[src/rtl/wmig_fifo.sv]
module wmig_fifo #(
  parameter int unsigned Width = 65
) (
  input  logic             clk,
  input  logic             rst,
  input  logic             wr,
  input  logic [Width-1:0] wdata,
  output logic             full,
  input  logic             rd,
  output logic [Width-1:0] rdata,
  output logic             empty
);
  logic [Width-1:0] mem [2];
  logic             wp;
  logic             rp;
  logic [1:0]       cnt;

  assign full  = (cnt == 2'd2);
  assign empty = (cnt == 2'd0);
  assign rdata = mem[rp];

  always_ff @(posedge clk) begin
    if (wr && !full) begin
      mem[wp] <= wdata;
    end
  end

  always_ff @(posedge clk) begin
    if (rst) begin
      wp  <= 1'b0;
      rp  <= 1'b0;
      cnt <= 2'd0;
    end else begin
      if (wr && !full) begin
        wp <= ~wp;
      end
      if (rd && !empty) begin
        rp <= ~rp;
      end
      cnt <= cnt + 2'((wr && !full) ? 1 : 0) - 2'((rd && !empty) ? 1 : 0);
    end
  end
endmodule

[config.mk]
export PLATFORM = sky130hd
export DESIGN_NAME = wmig_fifo
export DESIGN_NICKNAME = d
export VERILOG_FILES = /design/src/rtl/wmig_fifo.sv
export SDC_FILE = /design/constraint.sdc
export NUM_CORES = 1
export LEC_CHECK = 0
export ABC_CLOCK_PERIOD_IN_PS = 2300
export BUFFER_PORTS_ARGS = -buffer_cell sky130_fd_sc_hd__buf_2
export CORE_MARGIN = 2
export CORE_UTILIZATION = 47
export CTS_CLUSTER_DIAMETER = 50
export DETAILED_ROUTE_END_ITERATION = 7
export PLACE_DENSITY = 0.76
export SKIP_CTS_REPAIR_TIMING = 1
export SLEW_MARGIN = 20
export SYNTH_ARGS = -nofsm -noshare
export SYNTH_HDL_FRONTEND = slang
export SYNTH_SLANG_ARGS = --single-unit
export TNS_END_PERCENT = 1
[constraint.sdc]
create_clock -name clk -period 2.3 [get_ports clk]
set_input_delay 0.345 -clock clk [delete_from_list [all_inputs] [get_ports clk]]
set_output_delay 0.345 -clock clk [all_outputs]
set_load 0.01 [all_outputs]
==> metrics.yaml <==
synthesis:
  ys_warn_count: 0
  ys_top_cells_by_area: "edfxtp_1 79%, mux2_2 15%, dfxtp_1 2.0%"
  synth_cells: 229
  synthesis.nets: 300
  synth_seq_cells: 135
  yosysTopAreaCellShare: 0.790
  avgSynthCellArea_um2: 21.6
  seq_area_frac_synth: 0.811
  synth_area_um2: 4940
  synth_cell_type_count: 22
  synth_top_area_cell: "edfxtp_1"
setup_path:
  crit_end: "rdata[25]"
  r2r_end: "mem[0][54]"
  cp_data_required_time_ns: 1.96
  path_cells: "buf_4 -> mux2_2 -> buf_2"
  cp_data_arrival_time_ns: 1.78
  reg2reg_slack_ns: 0.51
  crit_type: "flip-flop to output pin"
  critPathMaxFanout: 36
  reg2reg_from: "cnt[0]"
  crit_path_end_kind: "output pin"
  ff2ff_path_depth: 5
  crit_slowest_cell: "buf_4"
  cp-start-kind: "flip-flop"
  max_stage_delay_ns: 0.40
detailed_routing:
  via_per_inst: 4.81
  detail-route-antenna-nets: 0
  vias: 2590
  dr.first_iter.drc_count: 98
  detail_route.wl_per_cell_um: 15.4
  drc: 0
  maxUsedRoutingLayer: "met4"
  drt-met1-wl_um: 3330
  wl_um: 8300
  route.met2.wl_um: 4250
  wl_met3_um: 594
  dr.pass1.iters: 4
run:
  cap_violations: 0
clock_network:
  cts_max_level: 4
  path_clk_slew_ns: 0.06
  cts_tree: "done"
  cts-root-buf: "clkbuf_8"
  clk_latency_ns: 0.50
  cts.sinks: 135
  clk_path_buf_depth: 2
  cts_buffers: 17
timing:
  clock_skew_ns: 0.00634
  slew_viol_final: 0
  finalHoldViolations: 0
  tns_ns: 0
  worst_pin_slew_ns: 0.480
  timing.hold.ws_ns: 0.0336
  max_freq_mhz: 470
  relSlewSlack: 0.680
  setup_viol: 0
  fin_crit_sh: 0.925
  rsz0062_at_grt: "false"
  min_period_ns: 2.13
layout:
  diodes: 0
  syn_to_final_growth_pct: 30.6
  post-route-util: 0.627
  design_area_um2: 6450
  drive_gt1_frac: 0.598
  nets: 461
  fillers: 793
global_route:
  grt_antenna_before_repair: 0
  grt_max_degree: 37
  grt_overflow: 0
  grt_pass1_vias: 2598
  grt_pass1_wl_um: 12700
  grtUsageTotal: 0.151
hold_path:
  min_path_type: "input port to flip-flop"
floorplan:
  initial_core_util: 0.481
  rows: 37
  coreArea_um2: 10300
  dieHeight_um: 107
  ios: 136
  die_w_um: 107
  die_area_um2: 11300
run_status:
  status: "completed"
placement:
  placed_cell_area_um2: 5780
  gp_congestion: 0.685
  hpwl_um: 5430
  portBuffers: 135
power_and_ir_drop:
  peakVddDrop_mv: 0.740
  leakagePower_uw: 0.00244
  total_power_uw: 7610
  pwr_density_cell_nw_per_um2: 1180
## layer usage
layer | vias up | track usage
met4 | 0 | 0.0659
met5 | - | 0
met1 | 1262 | 0.176
met3 | 13 | 0.0613
met2 | 94 | 0.246
li1 | 1221 | -
## kinds of logic after synthesis
group	Yosys count	share of synthesized area
AOI/OAI and AO/OA	3	0.00355
xor gates and xnor gates	2	0.00355
adders and majority gates	2	0.00507
buffers and inverters	11	0.0170
DFF	135	0.811
muxes	65	0.148
and+or+nand+nor	11	0.0119
## registers in the layout (all words and copies together), names as in the netlist, named ones only
name / cells
wp: 1
cnt: 2
mem: 130
rp: 1
## worst max-delay path: cells and delay by family, from the launching register on
kind	cells	cell delay (ns)
buffers and inverters	2	0.54
flip-flops	1	0.32
multiplexers	1	0.40
## power breakdown
part / switching, µW / internal, µW
Combinational: 926 / 843
Sequential: 88.8 / 3140
Clock: 937 / 1680
## worst min path at each step
stage / start / end / slack [ns] / cells past startpoint
2_1_floorplan: rst / wp / 0.41 / 1
3_3_place_gp: wp / wp / 0.48 / 2
3_5_place_dp: rp / rp / 0.51 / 2
4_1_cts: wdata[11] / mem[0][11] / -0.001 / 1
5_1_grt: wdata[55] / mem[1][55] / 0.0003 / 1
6_report: wdata[11] / mem[0][11] / 0.03 / 1
## synthesized netlist by cell type, drive strengths merged
cell / n
nand2: 1
nor2b: 1
edfxtp: 130
a21oi: 1
inv: 4
and3: 1
xnor2: 1
nor3: 1
nand2b: 1
buf: 7
dfxtp: 5
mux2: 65
ha: 2
or3: 1
nor2: 4
xor2: 1
o21ai: 1
o21a: 1
and2: 1
## placed cells by master (no fill, tap or decap), types with 3 or more instances in the layout
cell,netlist,routed
mux2_2,65,65
dlygate4sd3_1,0,8
nor2_1,4,4
clkbuf_16,0,16
edfxtp_1,130,130
buf_2,1,135
buf_4,1,5
dfxtp_1,5,4
clkinvlp_4,0,7
bufinv_16,0,3
## per-stage QoR
stage	instances	setup slack (ns)
detailed placement	499	0.504
global route	539	0.0855
finish	539	0.172
global placement	499	0.558
floorplan	229	0.237
CTS	531	0.129
## final cells by class
type / count / area, µm² / share of cell area
Timing Repair Buffer: 149 / 813 / 0.126
Multi-Input combinational cell: 83 / 851 / 0.132
Tap cell: 136 / 170 / 0.0264
Clock buffer: 20 / 435 / 0.0675
Sequential cell: 135 / 4010 / 0.621
Inverter: 4 / 18.8 / 0.00291
Clock inverter: 12 / 154 / 0.0239
No activity file was read; power rests on OpenSTA's default activity.
